[src/lses_pkg.sv]
// Shared constants and types for the latency start/end statistics unit.
package lses_pkg;

  // Width of the time counter that is actually used (32 to 64).
  localparam int TIME_WIDTH = 64;

  // Mask that keeps the low TIME_WIDTH bits of a 64-bit timestamp.
  localparam logic [63:0] TIME_MASK = {64{1'b1}} >> (64 - TIME_WIDTH);

  // Reset value of the running minimum.
  localparam logic [31:0] MIN_RESET = 32'hFFFF_FFFF;

  // Reset value of the clock period register.
  localparam logic [7:0] PERIOD_RESET = 8'd2;

  // Commands from the controller to the datapath.
  typedef struct packed {
    logic load;  // Capture an accepted input word.
    logic eval;  // Apply clear, start and end, form the tick difference.
    logic mul;   // Scale the difference by the clock period.
    logic sqr;   // Square the latency.
    logic fin;   // Update the statistics and load the output register.
  } lses_cmd_t;

endpackage

[src/lses_ctrl.sv]
// Sequencing controller and output handshake for the statistics unit.
module lses_ctrl import lses_pkg::*; (
  input  logic      clk,
  input  logic      rst_n,
  input  logic      in_valid,
  output logic      in_ready,
  output logic      out_valid,
  input  logic      out_ready,
  output lses_cmd_t cmd
);

  localparam logic [2:0] S_IDLE = 3'd0;
  localparam logic [2:0] S_EVAL = 3'd1;
  localparam logic [2:0] S_MUL  = 3'd2;
  localparam logic [2:0] S_SQR  = 3'd3;
  localparam logic [2:0] S_FIN  = 3'd4;

  logic [2:0] state_r;
  logic [2:0] state_nxt;
  logic       out_valid_r;
  logic       out_valid_nxt;
  logic       fin_ok;

  // The last step may run once the output register is free or being emptied.
  assign fin_ok   = (state_r == S_FIN) && (!out_valid_r || out_ready);
  assign in_ready = (state_r == S_IDLE);

  // Next state.
  always_comb begin
    state_nxt = state_r;
    unique case (state_r)
      S_IDLE: if (in_valid) state_nxt = S_EVAL;
      S_EVAL: state_nxt = S_MUL;
      S_MUL:  state_nxt = S_SQR;
      S_SQR:  state_nxt = S_FIN;
      S_FIN:  if (fin_ok) state_nxt = S_IDLE;
      default: state_nxt = S_IDLE;
    endcase
  end

  // Output word valid flag.
  always_comb begin
    out_valid_nxt = out_valid_r;
    if (out_valid_r && out_ready) out_valid_nxt = 1'b0;
    if (fin_ok) out_valid_nxt = 1'b1;
  end

  always_ff @(posedge clk) begin
    if (!rst_n) begin
      state_r     <= S_IDLE;
      out_valid_r <= 1'b0;
    end else begin
      state_r     <= state_nxt;
      out_valid_r <= out_valid_nxt;
    end
  end

  // Datapath commands.
  always_comb begin
    cmd.load = in_valid && (state_r == S_IDLE);
    cmd.eval = (state_r == S_EVAL);
    cmd.mul  = (state_r == S_MUL);
    cmd.sqr  = (state_r == S_SQR);
    cmd.fin  = fin_ok;
  end

  assign out_valid = out_valid_r;

endmodule

[src/lses_datapath.sv]
// Measurement state, latency arithmetic, statistics and output register.
module lses_datapath import lses_pkg::*; (
  input  logic        clk,
  input  logic        rst_n,
  input  lses_cmd_t   cmd,
  input  logic        cfg_write_enable,
  input  logic [7:0]  cfg_write_data,
  input  logic [63:0] in_time_now,
  input  logic        in_start_trigger,
  input  logic        in_end_trigger,
  input  logic [15:0] in_op_tag,
  input  logic [7:0]  in_operation_kind,
  input  logic        in_clear_request,
  input  logic        in_enable_flag,
  output logic        out_record_done,
  output logic [63:0] out_record_start_time,
  output logic [63:0] out_record_end_time,
  output logic [15:0] out_record_op_tag,
  output logic [7:0]  out_record_operation_kind,
  output logic [63:0] out_sample_total,
  output logic [63:0] out_latency_sum,
  output logic [63:0] out_latency_square_sum,
  output logic [31:0] out_latency_min,
  output logic [31:0] out_latency_max
);

  // Captured input word.
  logic [63:0] now_r;
  logic        start_r;
  logic        end_r;
  logic [15:0] id_r;
  logic [7:0]  kind_r;
  logic        clear_r;
  logic        enable_r;

  // Configuration and measurement state.
  logic [7:0]  period_r;
  logic        busy_r;
  logic [63:0] stamp_r;
  logic [15:0] held_id_r;
  logic [7:0]  held_kind_r;
  logic [63:0] count_r;
  logic [63:0] sum_r;
  logic [63:0] square_r;
  logic [31:0] min_r;
  logic [31:0] max_r;

  // Work registers of the current word.
  logic        rec_r;
  logic [31:0] diff_r;
  logic [31:0] lat_r;
  logic [63:0] lat_sq_r;

  // Evaluation step: clear first, then start, then end.
  logic        busy_clr;
  logic        start_ok;
  logic        busy_started;
  logic        end_ok;
  logic [63:0] stamp_nxt;
  logic [39:0] scaled;

  assign busy_clr     = clear_r ? 1'b0 : busy_r;
  assign start_ok     = enable_r && start_r && !busy_clr;
  assign busy_started = busy_clr || start_ok;
  assign end_ok       = enable_r && end_r && busy_started;
  assign stamp_nxt    = start_ok ? now_r : stamp_r;
  assign scaled       = 40'(diff_r) * 40'(period_r);

  // Input capture.
  always_ff @(posedge clk) begin
    if (cmd.load) begin
      now_r    <= in_time_now & TIME_MASK;
      start_r  <= in_start_trigger;
      end_r    <= in_end_trigger;
      id_r     <= in_op_tag;
      kind_r   <= in_operation_kind;
      clear_r  <= in_clear_request;
      enable_r <= in_enable_flag;
    end
  end

  // Configuration register.
  always_ff @(posedge clk) begin
    if (!rst_n) begin
      period_r <= PERIOD_RESET;
    end else if (cfg_write_enable) begin
      period_r <= cfg_write_data;
    end
  end

  // Measurement and statistics state.
  always_ff @(posedge clk) begin
    if (!rst_n) begin
      busy_r      <= 1'b0;
      stamp_r     <= '0;
      held_id_r   <= '0;
      held_kind_r <= '0;
      count_r     <= '0;
      sum_r       <= '0;
      square_r    <= '0;
      min_r       <= MIN_RESET;
      max_r       <= '0;
    end else if (cmd.eval) begin
      busy_r  <= end_ok ? 1'b0 : busy_started;
      stamp_r <= stamp_nxt;
      if (start_ok) begin
        held_id_r   <= id_r;
        held_kind_r <= kind_r;
      end
      if (clear_r) begin
        count_r  <= '0;
        sum_r    <= '0;
        square_r <= '0;
        min_r    <= MIN_RESET;
        max_r    <= '0;
      end
    end else if (cmd.fin && rec_r) begin
      count_r  <= count_r + 64'd1;
      sum_r    <= sum_r + {32'd0, lat_r};
      square_r <= square_r + lat_sq_r;
      if (lat_r < min_r) min_r <= lat_r;
      if (lat_r > max_r) max_r <= lat_r;
    end
  end

  // Tick difference, scaling and squaring, one step per cycle.
  always_ff @(posedge clk) begin
    if (cmd.eval) begin
      rec_r  <= end_ok;
      diff_r <= now_r[31:0] - stamp_nxt[31:0];
    end
    if (cmd.mul) begin
      lat_r <= scaled[31:0];
    end
    if (cmd.sqr) begin
      lat_sq_r <= {32'd0, lat_r} * {32'd0, lat_r};
    end
  end

  // Output register; the statistics include this word's update.
  always_ff @(posedge clk) begin
    if (cmd.fin) begin
      out_record_done           <= rec_r;
      out_record_start_time     <= rec_r ? stamp_r : 64'd0;
      out_record_end_time       <= rec_r ? now_r : 64'd0;
      out_record_op_tag         <= rec_r ? held_id_r : 16'd0;
      out_record_operation_kind <= rec_r ? held_kind_r : 8'd0;
      out_sample_total          <= rec_r ? count_r + 64'd1 : count_r;
      out_latency_sum           <= rec_r ? sum_r + {32'd0, lat_r} : sum_r;
      out_latency_square_sum    <= rec_r ? square_r + lat_sq_r : square_r;
      out_latency_min           <= (rec_r && lat_r < min_r) ? lat_r : min_r;
      out_latency_max           <= (rec_r && lat_r > max_r) ? lat_r : max_r;
    end
  end

endmodule

[src/latency_start_end_statistics_unit.sv]
// Top level of the latency start/end statistics unit.
// Each input word carries a time stamp, start and end triggers, an operation
// id and kind, a clear request and an enable; each word yields exactly one
// output word with an optional completion record and the running count, sum,
// sum of squares, minimum and maximum of the latency in nanoseconds. The
// accepting cycle captures a word, then the controller walks in sequence
// through evaluation of clear/start/end with the tick difference, scaling by
// the clock period (32x8 multiplier), squaring (32x32 multiplier) and the
// accumulate step, which loads the output word; the next word can be
// accepted in the cycle after the accumulate step.
// The next word is accepted while a finished word still waits in the output
// register; the accumulate step waits only while it is full and unread.
// The clock period register may be written only while no word is in flight.
module latency_start_end_statistics_unit import lses_pkg::*; (
  input  logic        clk,
  input  logic        rst_n,
  input  logic        cfg_write_enable,
  input  logic [7:0]  cfg_write_data,
  input  logic        in_valid,
  output logic        in_ready,
  input  logic [63:0] in_time_now,
  input  logic        in_start_trigger,
  input  logic        in_end_trigger,
  input  logic [15:0] in_op_tag,
  input  logic [7:0]  in_operation_kind,
  input  logic        in_clear_request,
  input  logic        in_enable_flag,
  output logic        out_valid,
  input  logic        out_ready,
  output logic        out_record_done,
  output logic [63:0] out_record_start_time,
  output logic [63:0] out_record_end_time,
  output logic [15:0] out_record_op_tag,
  output logic [7:0]  out_record_operation_kind,
  output logic [63:0] out_sample_total,
  output logic [63:0] out_latency_sum,
  output logic [63:0] out_latency_square_sum,
  output logic [31:0] out_latency_min,
  output logic [31:0] out_latency_max
);

  lses_cmd_t cmd;

  // Sequencer and output handshake.
  lses_ctrl u_ctrl (
    .clk       (clk),
    .rst_n     (rst_n),
    .in_valid  (in_valid),
    .in_ready  (in_ready),
    .out_valid (out_valid),
    .out_ready (out_ready),
    .cmd       (cmd)
  );

  // Arithmetic and state.
  lses_datapath u_dp (
    .clk                       (clk),
    .rst_n                     (rst_n),
    .cmd                       (cmd),
    .cfg_write_enable          (cfg_write_enable),
    .cfg_write_data            (cfg_write_data),
    .in_time_now               (in_time_now),
    .in_start_trigger          (in_start_trigger),
    .in_end_trigger            (in_end_trigger),
    .in_op_tag                 (in_op_tag),
    .in_operation_kind         (in_operation_kind),
    .in_clear_request          (in_clear_request),
    .in_enable_flag            (in_enable_flag),
    .out_record_done           (out_record_done),
    .out_record_start_time     (out_record_start_time),
    .out_record_end_time       (out_record_end_time),
    .out_record_op_tag         (out_record_op_tag),
    .out_record_operation_kind (out_record_operation_kind),
    .out_sample_total          (out_sample_total),
    .out_latency_sum           (out_latency_sum),
    .out_latency_square_sum    (out_latency_square_sum),
    .out_latency_min           (out_latency_min),
    .out_latency_max           (out_latency_max)
  );

endmodule

[config.mk]
export PLATFORM = sky130hd
export DESIGN_NAME = latency_start_end_statistics_unit
export DESIGN_NICKNAME = d
export VERILOG_FILES = /design/src/lses_pkg.sv /design/src/lses_ctrl.sv /design/src/lses_datapath.sv /design/src/latency_start_end_statistics_unit.sv
export SDC_FILE = /design/constraint.sdc
export NUM_CORES = 2
export LEC_CHECK = 0
export ABC_AREA = 1
export ABC_CLOCK_PERIOD_IN_PS = 40300
export BUFFER_PORTS_ARGS = -buffer_cell sky130_fd_sc_hd__clkbuf_2
export CAP_MARGIN = 20
export CORE_MARGIN = 2
export CORE_UTILIZATION = 26
export DETAILED_ROUTE_END_ITERATION = 16
export SETUP_SLACK_MARGIN = 0.5
export SLEW_MARGIN = 30
export SYNTH_ARGS = -nofsm -noshare
export SYNTH_HDL_FRONTEND = slang
export SYNTH_SLANG_ARGS = --single-unit
[constraint.sdc]
create_clock -name clk -period 40.3 [get_ports clk]
set_input_delay 2.015 -clock clk [delete_from_list [all_inputs] [get_ports clk]]
set_output_delay 2.015 -clock clk [all_outputs]
set_load 0.02 [all_outputs]
; After elaboration in Yosys (flattened, before gate mapping)
; Index checks and enable logic that the tools add are counted.
[word_totals]
out_inout_bits = 411
in_bits = 105
regBits = 987
word_cells = 101
[classes]
reduce_logical = 24
add_sub_neg = 4
mul = 2
order_cmp = 2
muxes = 28
eq_ne = 7
[op_table]
columns = cell, n
row1 = $mux 64, 10
row2 = $mux 32, 11
row3 = $add 64x1->64 const B, 1
row4 = $add 64x32->64, 1
row5 = $add 64x64->64, 1
row6 = $mul 32x32->64, 1
row7 = $gt 32x32->1, 1
row8 = $lt 32x32->1, 1
row9 = $mul 32x8->32, 1
row10 = $sub 32x32->32, 1
row11 = $pmux 3 s5, 1
row12 = $logic_and 1x1->1, 10
row13 = $reduce_bool 2->1, 4
row14 = $eq 3x2->1 const B, 2
row15 = $mux 3, 2
row16 = $reduce_and 2->1, 3
row17 = $reduce_and 3->1, 2
row18 = $mux 1, 4
row19 = $ne 2x1->1 const B, 2
row20 = $eq 3x1->1 const B, 1
row21 = $eq 3x3->1 const B, 1
row22 = $logic_not 3->1, 1
row23 = $logic_not 1->1, 2
row24 = $logic_or 1x1->1, 2
row25 = $ne 2x2->1 const B, 1

; Longest topological paths before layout
[depth]
ltp_word = 6
depth_mapped = 32
ltp_nobuf = 30

; Cells and area by module
; Synthesis repeated with hierarchy kept, for this count alone.
[unflattened]
hier_cells = 11190
hier_area_um2 = 88906.5
[modules_own_cells]
columns = mod, cells_per_inst, area_each_um2, seq_area_each_um2, instances
row1 = lses_datapath, 11157, 88698.8, 25954.9, 1
row2 = lses_ctrl, 33, 207.7, 80.1, 1

; Worst setup path after synthesis
; Ideal clock, no wire load.
[synth_path]
path_type = input to register
from = input port out_ready
to = register u_dp.max_r[12]
t_arrival_ns = 16.166
setup_slack_ns = 24.063
path_buffers = 1
stages = 7
path_cell_list = nor2_1 nor4_4 nand2_4 nor2_2 buf_2 nand2_1 a21oi_1
[synth_lines]
columns = element, line
row1 = start: declaration, latency_start_end_statistics_unit.sv:29  ; input logic out_ready,
row2 = end signal: assignment, lses_datapath.sv:122  ; if (lat_r > max_r) max_r <= lat_r;
row3 = end: declaration, lses_datapath.sv:46  ; logic [31:0] max_r;

; Worst setup path after layout
[layout_path]
from = register u_dp.lat_r[16]
to = register u_dp.lat_sq_r[42] (data pin)
[layout_via]
elab_chain_cells = 1
[layout_lines]
columns = element, line
row1 = start: declaration, lses_datapath.sv:51  ; logic [31:0] lat_r;
row2 = start signal: assignment, lses_datapath.sv:133  ; lat_r <= scaled[31:0];
row3 = $mul 32x32->64, lses_datapath.sv:136  ; lat_sq_r <= {32'd0, lat_r} * {32'd0, lat_r};
row4 = end signal: assignment, lses_datapath.sv:136
row5 = end: declaration, lses_datapath.sv:52  ; logic [63:0] lat_sq_r;
; No other way between the ends.
; A chain may end at the register's enable or synchronous reset.

==> summary by stage <==
Outcome
The run finished with clean final reports.

Finish
In the layout the commonest cells are 3052 x sky130_fd_sc_hd__nand2_1, 2372 x sky130_fd_sc_hd__inv_1, 950 x sky130_fd_sc_hd__fa_1. The net count reported at finish is 12990. The most common cell after layout, fill and taps aside is sky130_fd_sc_hd__nand2_1. The sequential cell area is around 26000 µm². In the final layout, the share of cells above drive strength 1 is 0.07648. Counting the fill cells in the layout gives between 30000 and 40000.

In the final layout, the multi-input gates occupy around 52000 µm². The area growth from synthesis to layout is 13.10%.

Logic synthesis
The most instantiated flip-flop cell in the synthesis netlist is sky130_fd_sc_hd__edfxtp_1. During synthesis, Yosys emitted a total of 0 warnings. The mapped cell area is approximately 88000 µm². Of the synthesized area, sequential elements account for 0.2947.

Of the post-synthesis cell area, the dominant cell type holds 0.2153. The post-synthesis average cell area is 7.983 µm². The number of distinct standard cells referenced by the synthesized netlist is 53. Synthesis handed over a netlist of 11070 instances. Ranked by total cell area, the synthesized netlist is headed by sky130_fd_sc_hd__fa_1 22%, sky130_fd_sc_hd__edfxtp_1 21%, sky130_fd_sc_hd__nand2_1 13%, sky130_fd_sc_hd__inv_1 10%, sky130_fd_sc_hd__dfxtp_1 8.1%. The synthesis-stage register bit count is 986. Counting flops with a built-in enable in the synthesized netlist gives 629. The top cell type by total area after synthesis is sky130_fd_sc_hd__fa_1. The fraction of registers with async set or reset after synthesis is 0. The synthesized netlist net count is 12650.

Placement
The placer's final routability congestion estimate is 0.9453. The count of buffers added on input and output ports is 515. The wire-length estimate of the detail-placed layout is between 200000 and 250000 µm.

Timing
The clock period minus worst slack is 7.944 ns. The hold violation count in the final report was 0. The final setup TNS is 0 ns. Based on the critical path, the design can be clocked at up to 125.9 MHz. The post-route clock period utilization is 0.1971. The worst pin sits at a relative slew slack of 0.2263.

The clock arrives with 0.1535 ns of skew. The worst hold slack is 0.4548 ns. The transition time of the tightest slew-check pin is 1.148 ns. The max-slew violation count came to 0.

Setup repair after global routing left no endpoint under its margin. The number of failing setup endpoints in the final timing report is 0.

Clock tree
The tree built by TritonCTS fans out to 986 sinks. The number of H-tree levels is 3. The post-cts hold buffer count is 0. The clock root buffer master is sky130_fd_sc_hd__clkbuf_16.

For the worst-skew pair, the clock arrives at the later sink with an insertion delay of between 0.9 and 1 ns. TritonCTS built the clock tree. The post-CTS setup buffer count is 0.

The clock transition time at the flip-flop clock pins of the worst setup and hold paths is 0.06 ns. The clock buffer count from CTS is 124. The clock passes through at most 4 buffers.

The post-cts gate resize count is 0.

Floorplanning
The floorplan step set the die width to 586.9 µm. After floorplanning, the core was divided into 214 placement rows. From bottom edge to top edge, the die measures 586.9 µm. 516 I/O pins were placed. The die covers 344500 µm². The initial utilization of the core area, before any placement, comes to 0.2606. The placeable core region is approximately 340000 µm².

Global routing
Global routing finished with a remaining overflow of 0. Entering global routing, the biggest net connects ~140 pins. The initial antenna violation count is 17. The number of global-route vias before repair is 71540.

In the global route stage, overall resource usage came out at 0.1717. The first global-routing pass estimated 451500 µm of wire.

Drt
The DRC violation count after routing is 0. The count of routing violations after the opening detailed-route iteration is roughly 5700. The total number of vias is around 72000. The detailed-route vias per instance is around 4.5. The first detailed-routing pass ran for 9 iterations.

The number of nets still failing antenna checks after routing is 0. The final routed wirelength across all metal layers is around 300000 µm. Dividing the detail-routed wire length by the instance count gives 18.83 µm.

Worst setup path
Data on the critical path is required at its endpoint by 40.89 ns. The largest stage delay on the critical path is 0.60 ns. The master of the slowest instance on the critical path is sky130_fd_sc_hd__fa_1. By startpoint and endpoint, the worst setup path is classified as register to register.

In this run the worst path has a maximum fanout of 38. The arrival time at the worst endpoint is between 8 and 9 ns. The worst setup path is launched from a register.

STA classifies the critical path endpoint as a register.

Run
The tool flagged a number of max-cap violations equal to 0.

Hold path
In this run the worst hold path is classified as register to register.
[final timing paths]
| path | start | to | slack (ns) | cells past startpoint |
|---|---|---|---|---|
| setup / recovery | u_dp.lat_r[16] | u_dp.lat_sq_r[42] | 32.36 | 25 |
| hold / removal | u_dp.min_r[22] | u_dp.min_r[22] | 0.45 | 2 |
| setup reg to reg | u_dp.lat_r[16] | u_dp.lat_sq_r[42] | 32.36 | 25 |
| hold reg to reg | u_dp.min_r[22] | u_dp.min_r[22] | 0.45 | 2 |
[kinds of logic after synthesis]
group | Yosys count | share of synthesized area
AO/OA/AOI/OAI | 999 | 0.06012
AND/OR/NAND/NOR | 4609 | 0.2127
multiplexers | 29 | 0.003286
flip-flops | 986 | 0.2947
buffers and inverters | 2755 | 0.1184
XOR/XNOR | 215 | 0.02131
adder cells (fa/ha/maj) | 1474 | 0.2895
[synthesized netlist by cell type, types with 3 or more instances]
cell type	number
sky130_fd_sc_hd__nand2_1	3052
sky130_fd_sc_hd__inv_1	2372
sky130_fd_sc_hd__fa_1	950
sky130_fd_sc_hd__nor2_1	690
sky130_fd_sc_hd__edfxtp_1	629
sky130_fd_sc_hd__nand3_1	543
sky130_fd_sc_hd__ha_1	524
sky130_fd_sc_hd__a21oi_1	491
sky130_fd_sc_hd__o21ai_0	378
sky130_fd_sc_hd__dfxtp_1	357
sky130_fd_sc_hd__clkbuf_1	286
sky130_fd_sc_hd__xor2_1	161
sky130_fd_sc_hd__nor3_1	95
sky130_fd_sc_hd__nand4_1	93
sky130_fd_sc_hd__xnor2_1	54
sky130_fd_sc_hd__o21bai_1	50
sky130_fd_sc_hd__buf_2	46
sky130_fd_sc_hd__or2_2	45
sky130_fd_sc_hd__nand3b_1	39
sky130_fd_sc_hd__mux2i_1	29
sky130_fd_sc_hd__a21o_1	25
sky130_fd_sc_hd__buf_1	20
sky130_fd_sc_hd__clkbuf_2	18
sky130_fd_sc_hd__a31oi_1	15
sky130_fd_sc_hd__nor4_1	14
sky130_fd_sc_hd__and3_1	9
sky130_fd_sc_hd__o21a_1	8
sky130_fd_sc_hd__o21ai_1	8
sky130_fd_sc_hd__a21boi_0	6
sky130_fd_sc_hd__a31o_2	6
sky130_fd_sc_hd__inv_2	6
sky130_fd_sc_hd__nor2_2	6
sky130_fd_sc_hd__a211oi_1	4
sky130_fd_sc_hd__buf_6	4
sky130_fd_sc_hd__nor2_4	4
sky130_fd_sc_hd__nor3_2	4
sky130_fd_sc_hd__nor3b_1	3
sky130_fd_sc_hd__o221a_2	3
[critical path: cells and delay by family, from the launching register on]
kind                       cells  cell delay, ns
adders and majority gates      9            4.39
and+or+nand+nor                6            1.42
buffers and inverters          9            1.40
DFF                            1            0.32
xor gates and xnor gates       1            0.09
[layer usage]
metal | up-vias | wire length, µm | global-route usage
met2 | 2390 | 139300 | 0.2824
met1 | 34680 | 129700 | 0.2244
li1 | 34640 | - | -
met5 | - | 0 | 0
met4 | 0 | 13070 | 0.06442
met3 | 449 | 20430 | 0.02976
[stage by stage]
| stage | setup WS [ns] | cell area (µm²) | util | instances |
|---|---|---|---|---|
| 2_1_floorplan | 24.06 | 88340 | - | 11070 |
| 3_3_place_gp | 32.47 | 95770 | 0.2825 | 15820 |
| 3_5_place_dp | 32.46 | 95800 | 0.2826 | 15830 |
| 4_1_cts | 32.44 | 99890 | 0.2947 | 16060 |
| 5_1_grt | 32.13 | 99910 | 0.2947 | 16060 |
| 6_report | 32.36 | 99920 | 0.2948 | 16070 |
[registers in the layout, indices dropped and copies added, names as in the netlist, 16 cells and up]
signal	count
u_dp.out_latency_min	32
u_dp.out_record_op_tag	16
u_dp.held_id_r	16
u_dp.stamp_r	64
u_dp.now_r	64
u_dp.sum_r	64
u_dp.max_r	32
u_dp.lat_r	32
u_dp.out_sample_total	64
u_dp.out_latency_square_sum	64
u_dp.min_r	32
u_dp.square_r	64
u_dp.diff_r	32
u_dp.id_r	16
u_dp.out_latency_sum	64
u_dp.lat_sq_r	63
u_dp.out_record_end_time	64
u_dp.out_record_start_time	64
u_dp.out_latency_max	32
u_dp.count_r	64
[layout make-up]
class | instances | area share
diodes | 9 | 0.0002254
clock inverters | 81 | 0.008465
repair buffers | 597 | 0.03247
well taps | 4536 | 0.05680
inverters | 2380 | 0.08959
flip-flops and latches | 986 | 0.2606
clock buffers | 150 | 0.03254
multi-input cells | 7326 | 0.5193
Power is left out: the tool's default activity adds up to more than one toggle a clock period on the data nets, which glitch-free logic cannot reach.
